==> src/hdl/pwf_pkg.sv <==
// Shared constants, codes and types of the password line input filter.
package pwf_pkg;

   localparam int MAX_LEN    = 32;
   localparam int MAX_PARAMS = 8;
   localparam int ADDR_W     = $clog2(MAX_LEN);
   localparam int LEN_W      = 6;
   localparam int PCNT_W     = $clog2(MAX_PARAMS);
   localparam int QUEUE_DEPTH = 2;
   localparam int QPTR_W     = $clog2(QUEUE_DEPTH);

   // Result kinds.
   localparam logic [2:0] KIND_NONE  = 3'd0;
   localparam logic [2:0] KIND_STAR  = 3'd1;
   localparam logic [2:0] KIND_ERASE = 3'd2;
   localparam logic [2:0] KIND_BYTE  = 3'd3;
   localparam logic [2:0] KIND_END   = 3'd4;

   // Escape recognizer states.
   localparam logic [1:0] ESC_NORMAL  = 2'd0;
   localparam logic [1:0] ESC_ESCAPED = 2'd1;
   localparam logic [1:0] ESC_SQUARE  = 2'd2;
   localparam logic [1:0] ESC_PARAMS  = 2'd3;

   // Commands from the front part to the back part.
   localparam logic [1:0] OP_NONE  = 2'd0;
   localparam logic [1:0] OP_ERASE = 2'd1;
   localparam logic [1:0] OP_STORE = 2'd2;
   localparam logic [1:0] OP_FLUSH = 2'd3;

   // Special bytes.
   localparam logic [7:0] CH_NEWLINE = 8'h0A;
   localparam logic [7:0] CH_BS      = 8'h08;
   localparam logic [7:0] CH_DEL     = 8'h7F;
   localparam logic [7:0] CH_ESC     = 8'h1B;
   localparam logic [7:0] CH_LBRACK  = 8'h5B;
   localparam logic [7:0] CH_QUEST   = 8'h3F;
   localparam logic [7:0] CH_SEMI    = 8'h3B;
   localparam logic [7:0] CH_ZERO    = 8'h30;
   localparam logic [7:0] CH_NINE    = 8'h39;
   localparam logic [7:0] CH_PRINT_LO = 8'h21;
   localparam logic [7:0] CH_PRINT_HI = 8'h7E;

   typedef struct packed {
      logic [1:0] op;
      logic [7:0] data;
   } cmd_type;

endpackage

==> src/hdl/pwf_ram.sv <==
// Generic single-write, single-read RAM with registered read data.
module pwf_ram #(
   parameter int WIDTH = 8,
   parameter int DEPTH = 32
) (
   input  logic                     clock,
   input  logic                     wr_en,
   input  logic [$clog2(DEPTH)-1:0] wr_addr,
   input  logic [WIDTH-1:0]         wr_data,
   input  logic                     rd_en,
   input  logic [$clog2(DEPTH)-1:0] rd_addr,
   output logic [WIDTH-1:0]         rd_data
);

   logic [WIDTH-1:0] mem_ff [DEPTH];
   logic [WIDTH-1:0] rd_data_ff;

   always_ff @(posedge clock) begin
      if (wr_en) begin
         mem_ff[wr_addr] <= wr_data;
      end
      if (rd_en) begin
         rd_data_ff <= mem_ff[rd_addr];
      end
   end

   assign rd_data = rd_data_ff;

endmodule

==> src/hdl/pwf_front.sv <==
// Front part: accepts bytes, tracks escape sequences, issues commands.
module pwf_front (
   input  logic             clock,
   input  logic             reset,
   input  logic             req_valid,
   output logic             req_stall,
   input  logic [7:0]       req_in_byte,
   input  logic             queue_full,
   output logic             cmd_push,
   output pwf_pkg::cmd_type cmd
);

   logic [1:0]                 esc_ff, esc_in;
   logic [pwf_pkg::PCNT_W-1:0] pcnt_ff, pcnt_in;
   logic [pwf_pkg::PCNT_W-1:0] pcnt_eff;
   logic                       is_digit;
   logic                       sep_ok;

   assign req_stall = queue_full;
   assign cmd_push  = req_valid && !queue_full;

   assign is_digit = req_in_byte inside {[pwf_pkg::CH_ZERO:pwf_pkg::CH_NINE]};
   assign pcnt_eff = (esc_ff == pwf_pkg::ESC_SQUARE) ? '0 : pcnt_ff;
   assign sep_ok   = (req_in_byte == pwf_pkg::CH_SEMI) &&
                     (pcnt_eff < pwf_pkg::PCNT_W'(pwf_pkg::MAX_PARAMS - 1));

   always_comb begin
      esc_in    = esc_ff;
      pcnt_in   = pcnt_ff;
      cmd.op    = pwf_pkg::OP_NONE;
      cmd.data  = req_in_byte;
      if (req_in_byte == pwf_pkg::CH_NEWLINE) begin
         cmd.op  = pwf_pkg::OP_FLUSH;
         esc_in  = pwf_pkg::ESC_NORMAL;
         pcnt_in = '0;
      end else if (esc_ff == pwf_pkg::ESC_ESCAPED) begin
         esc_in = (req_in_byte == pwf_pkg::CH_LBRACK) ? pwf_pkg::ESC_SQUARE
                                                      : pwf_pkg::ESC_NORMAL;
      end else if (esc_ff == pwf_pkg::ESC_SQUARE && req_in_byte == pwf_pkg::CH_QUEST) begin
         esc_in  = pwf_pkg::ESC_PARAMS;
         pcnt_in = '0;
      end else if (esc_ff != pwf_pkg::ESC_NORMAL) begin
         // Parameter bytes; a square bracket opens with count zero.
         pcnt_in = pcnt_eff;
         if (sep_ok) begin
            esc_in  = pwf_pkg::ESC_PARAMS;
            pcnt_in = pcnt_eff + pwf_pkg::PCNT_W'(1);
         end else if (is_digit) begin
            esc_in = pwf_pkg::ESC_PARAMS;
         end else begin
            esc_in = pwf_pkg::ESC_NORMAL;
         end
      end else if (req_in_byte == pwf_pkg::CH_BS || req_in_byte == pwf_pkg::CH_DEL) begin
         cmd.op = pwf_pkg::OP_ERASE;
      end else if (req_in_byte == pwf_pkg::CH_ESC) begin
         esc_in = pwf_pkg::ESC_ESCAPED;
      end else if (req_in_byte inside {[pwf_pkg::CH_PRINT_LO:pwf_pkg::CH_PRINT_HI]}) begin
         cmd.op = pwf_pkg::OP_STORE;
      end
   end

   always_ff @(posedge clock) begin
      if (reset) begin
         esc_ff  <= pwf_pkg::ESC_NORMAL;
         pcnt_ff <= '0;
      end else if (cmd_push) begin
         esc_ff  <= esc_in;
         pcnt_ff <= pcnt_in;
      end
   end

endmodule

==> src/hdl/pwf_queue.sv <==
// Short command queue between the front and back parts.
module pwf_queue (
   input  logic             clock,
   input  logic             reset,
   input  logic             push,
   input  pwf_pkg::cmd_type push_cmd,
   output logic             full,
   input  logic             pop,
   output logic             empty,
   output pwf_pkg::cmd_type pop_cmd
);

   localparam int CNT_W = $clog2(pwf_pkg::QUEUE_DEPTH + 1);

   pwf_pkg::cmd_type           entry_ff [pwf_pkg::QUEUE_DEPTH];
   logic [pwf_pkg::QPTR_W-1:0] wr_ptr_ff, rd_ptr_ff;
   logic [CNT_W-1:0]           count_ff, count_in;

   assign full    = (count_ff == CNT_W'(pwf_pkg::QUEUE_DEPTH));
   assign empty   = (count_ff == '0);
   assign pop_cmd = entry_ff[rd_ptr_ff];

   always_comb begin
      count_in = count_ff;
      if (push && !pop) begin
         count_in = count_ff + CNT_W'(1);
      end else if (pop && !push) begin
         count_in = count_ff - CNT_W'(1);
      end
   end

   always_ff @(posedge clock) begin
      if (push) begin
         entry_ff[wr_ptr_ff] <= push_cmd;
      end
   end

   always_ff @(posedge clock) begin
      if (reset) begin
         wr_ptr_ff <= '0;
         rd_ptr_ff <= '0;
         count_ff  <= '0;
      end else begin
         count_ff <= count_in;
         if (push) begin
            wr_ptr_ff <= (wr_ptr_ff == pwf_pkg::QPTR_W'(pwf_pkg::QUEUE_DEPTH - 1))
                         ? '0 : wr_ptr_ff + pwf_pkg::QPTR_W'(1);
         end
         if (pop) begin
            rd_ptr_ff <= (rd_ptr_ff == pwf_pkg::QPTR_W'(pwf_pkg::QUEUE_DEPTH - 1))
                         ? '0 : rd_ptr_ff + pwf_pkg::QPTR_W'(1);
         end
      end
   end

endmodule

==> src/hdl/pwf_back.sv <==
// Back part: line buffer, fill count, flush sequencer and result register.
module pwf_back (
   input  logic             clock,
   input  logic             reset,
   input  logic             queue_empty,
   input  pwf_pkg::cmd_type cmd,
   output logic             cmd_pop,
   output logic             rsp_valid,
   input  logic             rsp_stall,
   output logic [2:0]       rsp_kind,
   output logic [7:0]       rsp_data_byte,
   output logic [5:0]       rsp_length,
   output logic             rsp_last
);

   localparam logic [1:0] ST_IDLE = 2'd0;
   localparam logic [1:0] ST_READ = 2'd1;
   localparam logic [1:0] ST_WAIT = 2'd2;
   localparam logic [1:0] ST_END  = 2'd3;

   logic [1:0]                 state_ff, state_in;
   logic [pwf_pkg::LEN_W-1:0]  fill_ff, fill_in;
   logic [pwf_pkg::LEN_W-1:0]  flush_len_ff, flush_len_in;
   logic [pwf_pkg::ADDR_W-1:0] idx_ff, idx_in;

   logic                       out_valid_ff;
   logic [2:0]                 out_kind_ff, out_kind_in;
   logic [7:0]                 out_data_ff, out_data_in;
   logic [pwf_pkg::LEN_W-1:0]  out_len_ff, out_len_in;
   logic                       out_last_ff, out_last_in;
   logic                       out_load;
   logic                       out_free;

   logic                       wr_en;
   logic                       rd_en;
   logic [7:0]                 rd_data;

   assign out_free = !out_valid_ff || !rsp_stall;
   assign cmd_pop  = (state_ff == ST_IDLE) && out_free && !queue_empty;

   always_comb begin
      state_in     = state_ff;
      fill_in      = fill_ff;
      flush_len_in = flush_len_ff;
      idx_in       = idx_ff;
      out_load     = 1'b0;
      out_kind_in  = pwf_pkg::KIND_NONE;
      out_data_in  = '0;
      out_len_in   = fill_ff;
      out_last_in  = 1'b1;
      wr_en        = 1'b0;
      rd_en        = 1'b0;
      case (state_ff)
         ST_IDLE: begin
            if (cmd_pop) begin
               out_load = 1'b1;
               case (cmd.op)
                  pwf_pkg::OP_ERASE: begin
                     if (fill_ff != '0) begin
                        fill_in     = fill_ff - pwf_pkg::LEN_W'(1);
                        out_kind_in = pwf_pkg::KIND_ERASE;
                     end
                  end
                  pwf_pkg::OP_STORE: begin
                     if (fill_ff < pwf_pkg::LEN_W'(pwf_pkg::MAX_LEN)) begin
                        wr_en       = 1'b1;
                        fill_in     = fill_ff + pwf_pkg::LEN_W'(1);
                        out_kind_in = pwf_pkg::KIND_STAR;
                     end
                  end
                  pwf_pkg::OP_FLUSH: begin
                     flush_len_in = fill_ff;
                     idx_in       = '0;
                     fill_in      = '0;
                     if (fill_ff == '0) begin
                        out_kind_in = pwf_pkg::KIND_END;
                     end else begin
                        // Hold the result register until the bytes are out.
                        out_load = 1'b0;
                        state_in = ST_READ;
                     end
                  end
                  default: begin
                  end
               endcase
               out_len_in = fill_in;
            end
         end
         ST_READ: begin
            rd_en    = 1'b1;
            state_in = ST_WAIT;
         end
         ST_WAIT: begin
            if (out_free) begin
               out_load    = 1'b1;
               out_kind_in = pwf_pkg::KIND_BYTE;
               out_data_in = rd_data;
               out_len_in  = flush_len_ff;
               out_last_in = 1'b0;
               if (pwf_pkg::LEN_W'(idx_ff) + pwf_pkg::LEN_W'(1) == flush_len_ff) begin
                  state_in = ST_END;
               end else begin
                  idx_in   = idx_ff + pwf_pkg::ADDR_W'(1);
                  state_in = ST_READ;
               end
            end
         end
         ST_END: begin
            if (out_free) begin
               out_load    = 1'b1;
               out_kind_in = pwf_pkg::KIND_END;
               out_len_in  = flush_len_ff;
               state_in    = ST_IDLE;
            end
         end
         default: begin
            state_in = ST_IDLE;
         end
      endcase
   end

   pwf_ram #(
      .WIDTH (8),
      .DEPTH (pwf_pkg::MAX_LEN)
   ) u_line_buf (
      .clock   (clock),
      .wr_en   (wr_en),
      .wr_addr (fill_ff[pwf_pkg::ADDR_W-1:0]),
      .wr_data (cmd.data),
      .rd_en   (rd_en),
      .rd_addr (idx_ff),
      .rd_data (rd_data)
   );

   always_ff @(posedge clock) begin
      if (reset) begin
         state_ff     <= ST_IDLE;
         fill_ff      <= '0;
         out_valid_ff <= 1'b0;
      end else begin
         state_ff <= state_in;
         fill_ff  <= fill_in;
         if (out_load) begin
            out_valid_ff <= 1'b1;
         end else if (!rsp_stall) begin
            out_valid_ff <= 1'b0;
         end
      end
   end

   always_ff @(posedge clock) begin
      flush_len_ff <= flush_len_in;
      idx_ff       <= idx_in;
      if (out_load) begin
         out_kind_ff <= out_kind_in;
         out_data_ff <= out_data_in;
         out_len_ff  <= out_len_in;
         out_last_ff <= out_last_in;
      end
   end

   assign rsp_valid     = out_valid_ff;
   assign rsp_kind      = out_kind_ff;
   assign rsp_data_byte = out_data_ff;
   assign rsp_length    = out_len_ff;
   assign rsp_last      = out_last_ff;

endmodule

==> src/hdl/password_line_input_filter.sv <==
// Top level of the password line input filter.
//
// Channels:
//   req carries one received terminal byte per item (req_valid, req_stall,
//   req_in_byte); rsp returns result items (kind, data byte, length, last),
//   one or more per input item, the final one marked by rsp_last.
//   Escape sequences are dropped, backspace and DEL erase the last stored
//   byte, printable bytes are stored and echoed as a star, and a newline
//   flushes the line, then an end marker.
// Flow:
//   An item is written into the command queue when it is accepted and is
//   popped from there into the output register once the back part is idle
//   and the output register is free. Ordinary bytes sustain one item per
//   cycle while no result is stalled and no flush is under way. A newline
//   holds the back part for the pop, a line buffer read and an output per
//   stored byte, then the end marker; an empty line gives only the marker.
// Reset: synchronous, active high; empties the queue and clears the fill
//   count and the escape recognizer. The line buffer is not cleared.
// Stalls: a stalled result holds in the output register, the back part stops
//   popping, the two-entry queue fills and req_stall rises.
module password_line_input_filter (
   input  logic       clock,
   input  logic       reset,
   input  logic       req_valid,
   output logic       req_stall,
   input  logic [7:0] req_in_byte,
   output logic       rsp_valid,
   input  logic       rsp_stall,
   output logic [2:0] rsp_kind,
   output logic [7:0] rsp_data_byte,
   output logic [5:0] rsp_length,
   output logic       rsp_last
);

   pwf_pkg::cmd_type push_cmd;
   pwf_pkg::cmd_type pop_cmd;
   logic             cmd_push;
   logic             cmd_pop;
   logic             queue_full;
   logic             queue_empty;

   // Classify bytes and advance the escape recognizer.
   pwf_front u_front (
      .clock       (clock),
      .reset       (reset),
      .req_valid   (req_valid),
      .req_stall   (req_stall),
      .req_in_byte (req_in_byte),
      .queue_full  (queue_full),
      .cmd_push    (cmd_push),
      .cmd         (push_cmd)
   );

   // Decouple the two sides so each can stall on its own.
   pwf_queue u_queue (
      .clock    (clock),
      .reset    (reset),
      .push     (cmd_push),
      .push_cmd (push_cmd),
      .full     (queue_full),
      .pop      (cmd_pop),
      .empty    (queue_empty),
      .pop_cmd  (pop_cmd)
   );

   // Carry out commands against the line buffer and drive results.
   pwf_back u_back (
      .clock         (clock),
      .reset         (reset),
      .queue_empty   (queue_empty),
      .cmd           (pop_cmd),
      .cmd_pop       (cmd_pop),
      .rsp_valid     (rsp_valid),
      .rsp_stall     (rsp_stall),
      .rsp_kind      (rsp_kind),
      .rsp_data_byte (rsp_data_byte),
      .rsp_length    (rsp_length),
      .rsp_last      (rsp_last)
   );

endmodule
==> config.mk <==
export PLATFORM = sky130hd
export DESIGN_NAME = password_line_input_filter
export DESIGN_NICKNAME = d
export VERILOG_FILES = /design/src/hdl/pwf_pkg.sv /design/src/hdl/pwf_ram.sv /design/src/hdl/pwf_front.sv /design/src/hdl/pwf_queue.sv /design/src/hdl/pwf_back.sv /design/src/hdl/password_line_input_filter.sv
export SDC_FILE = /design/constraint.sdc
export NUM_CORES = 1
export LEC_CHECK = 0
export ABC_AREA = 1
export BUFFER_PORTS_ARGS = -buffer_cell sky130_fd_sc_hd__buf_2
export CAP_MARGIN = 10
export CORE_MARGIN = 3
export CORE_UTILIZATION = 60
export CTS_CLUSTER_DIAMETER = 80
export CTS_CLUSTER_SIZE = 24
export DETAILED_ROUTE_END_ITERATION = 8
export PLACE_DENSITY_LB_ADDON = 0.08
export SLEW_MARGIN = 10
export SYNTH_ARGS = -nofsm -noshare
export SYNTH_HDL_FRONTEND = slang
export SYNTH_SLANG_ARGS = --single-unit
==> constraint.sdc <==
create_clock -name clock -period 4.55 [get_ports clock]
set_clock_uncertainty 0.05 [all_clocks]
set_input_delay 0.91 -clock clock [delete_from_list [all_inputs] [get_ports clock]]
set_output_delay 0.91 -clock clock [all_outputs]
set_load 0.02 [all_outputs]
==> flow_summary.yaml, run 1 <==
clock_network:
  htreeDepth: 1
  clockRootBuffer: "clkbuf_16"
  clk_latency_ps: 500
  clockBufferDepth: 3
  numCtsBuffers: 17
  clk_pin_slew_ps: 100
  cts_tree: "done"
  ctsResizeCount: 0
  cts_hold_buf: 0
  post_cts.repair.setup_buffers: 0
  cts.sinks: 332
global_route:
  grt_first_pass_wirelength_mm: 51.99
  antenna_found_initial: 0
  overflow: 0
  grt.total_usage_pct: 26.06
  grt_start_max_net_pins: 81
  grt_pass1_vias: 9032
placement:
  dpl_cell_area_um2: 14630
  placed_cells: 1589
  hpwl_mm: 21.55
  portBuffers: 31
  place.gp.congestion: 0.9348
setup_path:
  cp_max_fo: 80
  crit_arrival_ps: 3190
  slowest_stage: "buf_4"
  cp_common_cell: "nand2_1"
  critPathCaptureType: "flip-flop"
  worstPathRequired_ps: 4880
  critPathMaxStageDelay_ps: 690
  crit_chain: "buf_4, buf_4, o21ai_0, o22ai_1, nand2_1, nand2_1, nand3_1, nand2_1"
  worst-setup-path-type: "reg -> reg"
  startpoint_type: "flip-flop"
floorplan:
  row_count: 55
  die_x_um: 160.2
  io_pins: 32
  start_util_pct: 62.04
  fp.coreArea_um2: 22980
  die_area_um2: 25650
  die-height_um: 160.2
routing:
  vias: 9528
  avgRoutedWirePerCell_um: 20.59
  wl_mm: 33.31
  drt_pass1_iterations: 7
  postRouteAntennaNets: 0
  drt_iter0_drc: 1282
  viasPerCell: 5.889
  drc: 0
final_layout:
  area_delta_synth_final_pct: 6.046
  final_area_um2: 15120
  nNetsFinal: 1315
  final_common_cell: "edfxtp_1"
  stdcell_count: 1618
  drive_above_1_share_pct: 7.433
  layout_common_cells: "edfxtp_1, nand2_1, nor2_1, o21ai_0, a21oi_1"
  nFillCells: 1813
  diodes: 0
synthesis:
  syn_area_um2: 14260
  ys_warn_count: 0
  syn_avg_cell_area_um2: 11.04
  synth_cell_type_count: 39
  postSynthCellCount: 1292
  ys_ff_latch: 332
  seq_area_frac_synth_pct: 68.59
  synthesis.nets: 1312
power_and_ir_drop:
  irDropWorstVdd_mv: 0.4849
  leakagePower_nw: 5.444
  p_total_w: 0.008612
  power.density_nw_per_um2: 569.5
sta:
  slew_violations: 0
  slew_headroom_pct: 35.88
  hold_viol_final: 0
  period_needed_ps: 2857
  holdWs_ps: 436.5
  tns_ps: 0
  fmax_ghz: 0.3500
  worst_pin_slew_ps: 960.8
  setup_violations: 0
  rsz0062_at_grt: "false"
  fin_crit_sh_pct: 62.80
min_path:
  hold_path_class: "reg -> reg"
flow_run:
  cap_violations: 0
run_status:
  outcome: "finished, final reports clean"
[layout make-up]
cell class | count | area (um^2) | area share, %
clock buffer | 29 | 491.7 | 3.252
inverter | 68 | 255.2 | 1.688
multi-input combinational | 835 | 3973 | 26.27
sequential | 332 | 9779 | 64.68
tap | 313 | 391.6 | 2.590
timing repair buffer | 41 | 230.2 | 1.523
[cell usage after synthesis]
cell type	instances	area share [%]
a21boi_0	24	1.3
a21oi_1	59	2.1
a21oi_2	1	0.061
a22oi_1	1	0.053
and2_1	1	0.044
buf_1	2	0.053
buf_2	25	0.88
buf_4	3	0.16
buf_6	1	0.079
clkbuf_1	24	0.63
clkbuf_2	2	0.070
clkinv_1	2	0.053
dfxtp_1	19	2.7
edfxtp_1	313	66
ha_1	8	0.70
inv_1	57	1.5
inv_2	9	0.24
mux2i_1	8	0.56
nand2_1	295	7.8
nand2_2	5	0.22
nand2_4	5	0.39
nand3_1	51	1.8
nand3_4	1	0.12
nand4_1	7	0.31
nor2_1	182	4.8
nor2_2	2	0.088
nor2_4	6	0.47
nor2_8	1	0.14
nor3_1	3	0.11
o211ai_1	5	0.26
o21a_1	3	0.16
o21ai_0	118	4.1
o21ai_1	6	0.21
o21ai_2	1	0.061
o22ai_1	33	1.4
o31ai_1	2	0.11
or2_2	1	0.044
xnor2_1	1	0.061
xor2_1	5	0.31
[cell families after synthesis]
group | count (synthesis) | share of synthesized area [%]
AOI/OAI and AO/OA | 253 | 9.837
muxes | 8 | 0.5616
adders and majority gates | 8 | 0.7020
xor gates and xnor gates | 6 | 0.3685
DFF | 332 | 68.59
and+or+nand+nor | 560 | 16.29
buffers and inverters | 125 | 3.659
[worst max-delay path, delay by kind of cell (launching register included)]
family,cells,cell delay [ps]
AO/OA/AOI/OAI,2,540
flip-flops,1,370
buffers and inverters,2,1210
AND/OR/NAND/NOR,4,490
[report_power, final]
group | leakage, nW | switching, W | internal, W | total [W]
combinational | 2.21 | 0.00216 | 0.000675 | 0.00284
sequential | 3.00 | 0.000138 | 0.00399 | 0.00412
clock | 0.235 | 0.000903 | 0.000747 | 0.00165
[layer usage]
metal / track usage (%) / share of wire (%)
met2: 39.71 / 45
met4: 6.667 / 2.6
met3: 3.787 / 8.7
met1: 40.07 / 44
met5: 0 / 0
[through the flow]
step	worst slack (ps)	util [%]
6_report	1693	65.79
5_1_grt	1449	65.79
3_3_place_gp	1724	63.65
4_1_cts	1746	65.79
2_1_floorplan	1838	-
3_5_place_dp	1655	63.65
[worst paths after layout]
path                      startpoint  slack (ps)                            to  cells past startpoint
hold reg to reg   u_front.pcnt_ff[0]         440            u_front.pcnt_ff[0]                      2
setup / recovery    u_back.idx_ff[0]        1690  u_back.u_line_buf.rd_data[7]                      8
hold / removal    u_front.pcnt_ff[0]         440            u_front.pcnt_ff[0]                      2
setup reg to reg    u_back.idx_ff[0]        1690  u_back.u_line_buf.rd_data[7]                      8
[flip-flops by register name, summed over array words and instances (netlist names), named ones only]
signal	cells
u_front.pcnt_ff	3
u_back.idx_ff	5
u_back.flush_len_ff	6
u_back.rsp_kind	3
u_queue.wr_ptr_ff	1
u_queue.rd_ptr_ff	1
u_back.rsp_valid	1
u_queue.count_ff	2
u_back.rsp_last	1
u_back.state_ff	2
u_back.u_line_buf.mem_ff	256
u_back.rsp_data_byte	8
u_queue.entry_ff	20
u_back.u_line_buf.rd_data	8
u_back.fill_ff	6
u_back.rsp_length	6
u_front.esc_ff	2
Note: power is estimated with default switching activity, not from simulation.
==> run 2, diff against run 1 <==
--- a/config.mk
+++ b/config.mk
@@ -9,7 +9,7 @@
 export BUFFER_PORTS_ARGS = -buffer_cell sky130_fd_sc_hd__buf_2
 export CAP_MARGIN = 10
 export CORE_MARGIN = 3
-export CORE_UTILIZATION = 60
+export CORE_UTILIZATION = 56
 export CTS_CLUSTER_DIAMETER = 80
 export CTS_CLUSTER_SIZE = 24
 export DETAILED_ROUTE_END_ITERATION = 8
==> constraint.sdc (replaced) <==
create_clock -name clock -period 2.46 [get_ports clock]
set_clock_uncertainty 0.05 [all_clocks]
set_input_delay 0.492 -clock clock [delete_from_list [all_inputs] [get_ports clock]]
set_output_delay 0.492 -clock clock [all_outputs]
set_load 0.02 [all_outputs]
==> run 2 against run 1 <==
Compared with the run above: count of clock-buffer cells in the layout fell by 6; routed wire length rose by 2.9%; non-clock buffer count increased by 60; die area increased by 6.9%; maximum frequency increased by 27%; hold slack got worse by 300 ps; sequential share of layout area fell by 2.2 points; global-route usage fell by 0.80 points; largest cell class unchanged; combinational power rose by 100%; total power up 91%; critical path depth unchanged; design area increased by 3.5%.
==> flow_summary.yaml, run 2 (same netlist as run 1, synthesis figures left out) <==
setup_path:
  critPathCaptureType: "flip-flop"
  reg2regPathDepth: 8
  worst-setup-path-type: "reg -> reg"
  r2r_start: "u_back.idx_ff[0]"
  worstPathRequired_ps: 2760
  endpoint: "u_back.u_line_buf.rd_data[5]"
  timing.rr.end: "u_back.u_line_buf.rd_data[5]"
  cp_max_fo: 27
  startpoint: "u_back.idx_ff[0]"
  r2r_slack_ps: 210
  crit_arrival_ps: 2550
  startpoint_type: "flip-flop"
final_layout:
  final_common_cell: "edfxtp_1"
  regArea_um2: 9779
  diodes: 0
  drive_above_1_share_pct: 11.37
  reg.largest.list: "u_back.u_line_buf.mem_ff (256), u_queue.entry_ff (20)"
  largest_register_ff_count: 256
  nNetsFinal: 1376
  multi_input_area_um2: 3958
  largest-register: "u_back.u_line_buf.mem_ff"
  nFillCells: 1985
  layout_common_cells: "edfxtp_1, nand2_1, nor2_1, o21ai_0, buf_4"
  area_delta_synth_final_pct: 9.793
clock_network:
  clk_pin_slew_ps: 100
  post_cts.repair.setup_buffers: 0
  clk_latency_ps: 520
  numCtsBuffers: 18
  cts_tree: "done"
  cts_hold_buf: 0
  clockBufferDepth: 3
  htreeDepth: 1
  ctsResizeCount: 0
  clockRootBuffer: "clkbuf_16"
  cts.sinks: 332
floorplan:
  row_count: 57
  die-height_um: 165.6
  die_x_um: 165.6
  fp.coreArea_um2: 24680
  start_util_pct: 57.78
  io_pins: 32
  die_area_um2: 27410
flow_run:
  cap_violations: 0
power_and_ir_drop:
  irDropWorstVdd_mv: 0.8201
  power.density_nw_per_um2: 1050
  leakagePower_nw: 5.790
routing:
  postRouteAntennaNets: 0
  wl_mm: 34.29
  drt_pass1_iterations: 5
  avgRoutedWirePerCell_um: 20.32
  drt_iter0_drc: 1067
  vias: 9655
  drc: 0
  viasPerCell: 5.723
sta:
  fmax_ghz: 0.4450
  period_needed_ps: 2247
  worst_pin_slew_ps: 547.6
  holdWs_ps: 132.8
  setup_violations: 0
  tns_ps: 0
  hold_viol_final: 0
  slew_headroom_pct: 63.10
  fin_crit_sh_pct: 91.34
  rsz0062_at_grt: "false"
  slew_violations: 0
global_route:
  grt_first_pass_wirelength_mm: 52.05
  overflow: 0
  grt.total_usage_pct: 25.26
  grt_start_max_net_pins: 82
  grt_pass1_vias: 9132
  antenna_found_initial: 0
min_path:
  hold_path_class: "in -> reg"
placement:
  place.gp.congestion: 0.9692
  portBuffers: 31
  hpwl_mm: 22.38
run_status:
  outcome: "finished, final reports clean"
run 2: worst min-delay path by stage:
stage / from / end / slack (ps) / depth (start not counted)
2_1_floorplan: u_back.fill_ff[2] / u_back.flush_len_ff[2] / 350 / 0
3_3_place_gp: u_front.pcnt_ff[0] / u_front.pcnt_ff[0] / 420 / 2
3_5_place_dp: u_front.pcnt_ff[0] / u_front.pcnt_ff[0] / 430 / 2
4_1_cts: req_in_byte[6] / u_queue.entry_ff[1][6] / 110 / 1
5_1_grt: req_in_byte[6] / u_queue.entry_ff[1][6] / 120 / 1
6_report: req_in_byte[6] / u_queue.entry_ff[1][6] / 130 / 1
run 2: metal layers:
metal  track usage [%]  vias up  share of wire, %
met3             4.240       59               8.0
met1             36.65     4583                43
met5                 0        -                 0
met2             40.27      412                47
li1                  -     4601                 -
met4             6.389        0               2.2
run 2: stage by stage:
stage	setup WS [ps]	power [W]	cell area (um^2)	cells	util, %
2_1_floorplan	81.55	0.01115	14260	1292	-
3_3_place_gp	314.6	0.01331	15130	1660	61.31
3_5_place_dp	228.0	0.01333	15130	1660	61.31
4_1_cts	215.0	0.01644	15660	1687	63.44
5_1_grt	8.371	0.01728	15660	1687	63.44
6_report	213.0	0.01644	15660	1687	63.44
run 2: cell type report:
cell class	count	share of cell area [%]
flip-flops and latches	332	62.47
multi-input cells	835	25.28
repair buffers	101	4.668
clock buffers	23	3.133
well taps	324	2.590
inverters	68	1.630
clock inverters	4	0.2318
run 2: critical path, stage by stage, from the launching register on:
cell and delay [ps]:
edfxtp_1 550, inv_2 330, buf_4 340, o21ai_0 160, o22ai_1 170, nand2_1 100, a21oi_1 150, nand2_1 60
nand2_1 150
run 2: power by group:
group	internal [W]	switching (W)
clock network	0.00143	0.00172
logic	0.00149	0.00420
registers	0.00735	0.000241
total	0.0103	0.00617
==> run 3, diff against run 2 <==
--- a/config.mk
+++ b/config.mk
@@ -9,11 +9,12 @@
 export BUFFER_PORTS_ARGS = -buffer_cell sky130_fd_sc_hd__buf_2
 export CAP_MARGIN = 10
 export CORE_MARGIN = 3
-export CORE_UTILIZATION = 56
+export CORE_UTILIZATION = 60
 export CTS_CLUSTER_DIAMETER = 80
 export CTS_CLUSTER_SIZE = 24
 export DETAILED_ROUTE_END_ITERATION = 8
 export PLACE_DENSITY_LB_ADDON = 0.08
+export RECOVER_POWER = 50
 export SLEW_MARGIN = 10
 export SYNTH_ARGS = -nofsm -noshare
 export SYNTH_HDL_FRONTEND = slang
==> constraint.sdc (replaced) <==
create_clock -name clock -period 2.67 [get_ports clock]
set_clock_uncertainty 0.05 [all_clocks]
set_input_delay 0.534 -clock clock [delete_from_list [all_inputs] [get_ports clock]]
set_output_delay 0.534 -clock clock [all_outputs]
set_load 0.02 [all_outputs]
==> run 3 against run 2 <==
Compared with the run above: routed wire length down 4.5%; via count up 0.38%; die area down 6.4%; total power down 9.7%; first-iteration DRC count unchanged; critical endpoint is now u_back.u_line_buf.mem_ff[3][5]; non-clock buffer count down 10; combinational power down 15%; sequential power down 7.4%; design area down 1.1%.
==> flow_summary.yaml, run 3 (same netlist as run 1, synthesis figures left out) <==
final_layout:
  nFillCells: 1762
  fin_util_pct: 67.38
  stdcell_count: 1671
  multi_input_area_um2: 3943
  regArea_um2: 9779
  nNetsFinal: 1366
  final_common_cell: "edfxtp_1"
  reg.largest.list: "u_back.u_line_buf.mem_ff (256), u_queue.entry_ff (20)"
  layout_common_cells: "edfxtp_1, nand2_1, nor2_1, o21ai_0, a21oi_1"
  drive_above_1_share_pct: 8.100
  largest-register: "u_back.u_line_buf.mem_ff"
  final_area_um2: 15490
  diodes: 0
  area_delta_synth_final_pct: 8.608
  largest_register_ff_count: 256
routing:
  viasPerCell: 5.800
  top_layer: "met4"
  vias: 9692
  drc: 0
  dr_wl_met3_mm: 2.468
  met1Wirelength_mm: 14.62
  wl_met2_mm: 14.85
  drt_pass1_iterations: 5
  drt_iter0_drc: 1067
  wl_mm: 32.75
  postRouteAntennaNets: 0
  avgRoutedWirePerCell_um: 19.60
global_route:
  overflow: 0
  grt_first_pass_wirelength_mm: 51.94
  grt.total_usage_pct: 25.74
  grt_start_max_net_pins: 89
  grt_pass1_vias: 9296
  antenna_found_initial: 0
sta:
  setup_violations: 0
  hold_viol_final: 0
  worst_pin_slew_ps: 866.3
  tns_ps: 0
  rsz0062_at_grt: "false"
  setup_ws_ps: 325.7
  period_needed_ps: 2344
  slew_violations: 0
  fin_crit_sh_pct: 87.80
  fmax_ghz: 0.4266
  slew_headroom_pct: 42.25
placement:
  place.gp.congestion: 0.9440
  hpwl_mm: 21.00
  pre_cts_ws_ps: 353.0
  dpl_cell_area_um2: 15030
  placed_cells: 1639
  portBuffers: 31
floorplan:
  io_pins: 32
  fp.coreArea_um2: 22980
  die_x_um: 160.2
  die-height_um: 160.2
  start_util_pct: 62.04
  die_area_um2: 25650
  row_count: 55
setup_path:
  crit_arrival_ps: 2520
  startpoint_type: "flip-flop"
  cp_max_fo: 13
  critPathCaptureType: "flip-flop"
  worstPathRequired_ps: 2850
  worst-setup-path-type: "reg -> reg"
min_path:
  hold_path_class: "in -> reg"
clock_network:
  cts_hold_buf: 0
  clockRootBuffer: "clkbuf_16"
  clockBufferDepth: 3
  clk_latency_ps: 510
  cts_tree: "done"
  clk_pin_slew_ps: 90
  ctsResizeCount: 0
  post_cts.repair.setup_buffers: 0
  numCtsBuffers: 18
  htreeDepth: 1
  cts.sinks: 332
run_status:
  outcome: "finished, final reports clean"
power_and_ir_drop:
  power.density_nw_per_um2: 958.9
  leakagePower_nw: 5.640
  irDropWorstVdd_mv: 0.5857
flow_run:
  cap_violations: 0
[run 3: cell types whose count changed in the layout (fill, tap and decap cells not counted), moves of 8 or more]
cell and change:
clkbuf_1 +38, buf_2 -27, buf_4 -22, clkbuf_2 +8
[run 3: where the power goes]
group / internal (W) / total (W) / switching [W]
Sequential: 0.00680 / 0.00703 / 0.000235
Combinational: 0.00120 / 0.00486 / 0.00366
Clock: 0.00136 / 0.00296 / 0.00160
Total: 0.00936 / 0.0148 / 0.00549
[run 3: critical path: stages (launching register included)]
cell and delay [ps]:
dfxtp_1 630, nand2_1 170, nand2_4 160, nand2_2 100, nor2_4 120, inv_2 80
nor2_8 170, nand2_4 140, nor2_1 240, buf_4 210
[run 3: metrics by stage]
step	total power [W]	hold slack, ps
5_1_grt	0.01563	271.2
4_1_cts	0.01493	179.7
6_report	0.01485	241.5
3_3_place_gp	0.01199	419.7
2_1_floorplan	0.01028	352.9
3_5_place_dp	0.01203	433.8
[run 3: path summary, 6_finish.rpt]
path                                    end          startpoint  slack (ps)  depth (start not counted)
max          u_back.u_line_buf.mem_ff[3][5]           flip-flop         330                          9
min                  u_queue.entry_ff[0][6]      req_in_byte[6]         240                          1
max reg2reg  u_back.u_line_buf.mem_ff[3][5]           flip-flop         330                          9
min reg2reg              u_front.pcnt_ff[0]  u_front.pcnt_ff[0]         440                          2
[run 3: metal layers]
layer  global-route usage (%)  vias to the layer above
li1                         -                     4589
met1                    39.07                     4678
met2                    40.44                      377
met3                    2.957                       48
met4                    6.391                        0
met5                        0                        -
[run 3: area by class of cell]
type / instances / area share [%]
clock buffer: 29 / 3.313
clock inverter: 3 / 0.2181
inverter: 68 / 1.648
multi-input combinational: 835 / 25.46
sequential: 332 / 63.15
tap: 313 / 2.529
timing repair buffer: 91 / 3.684
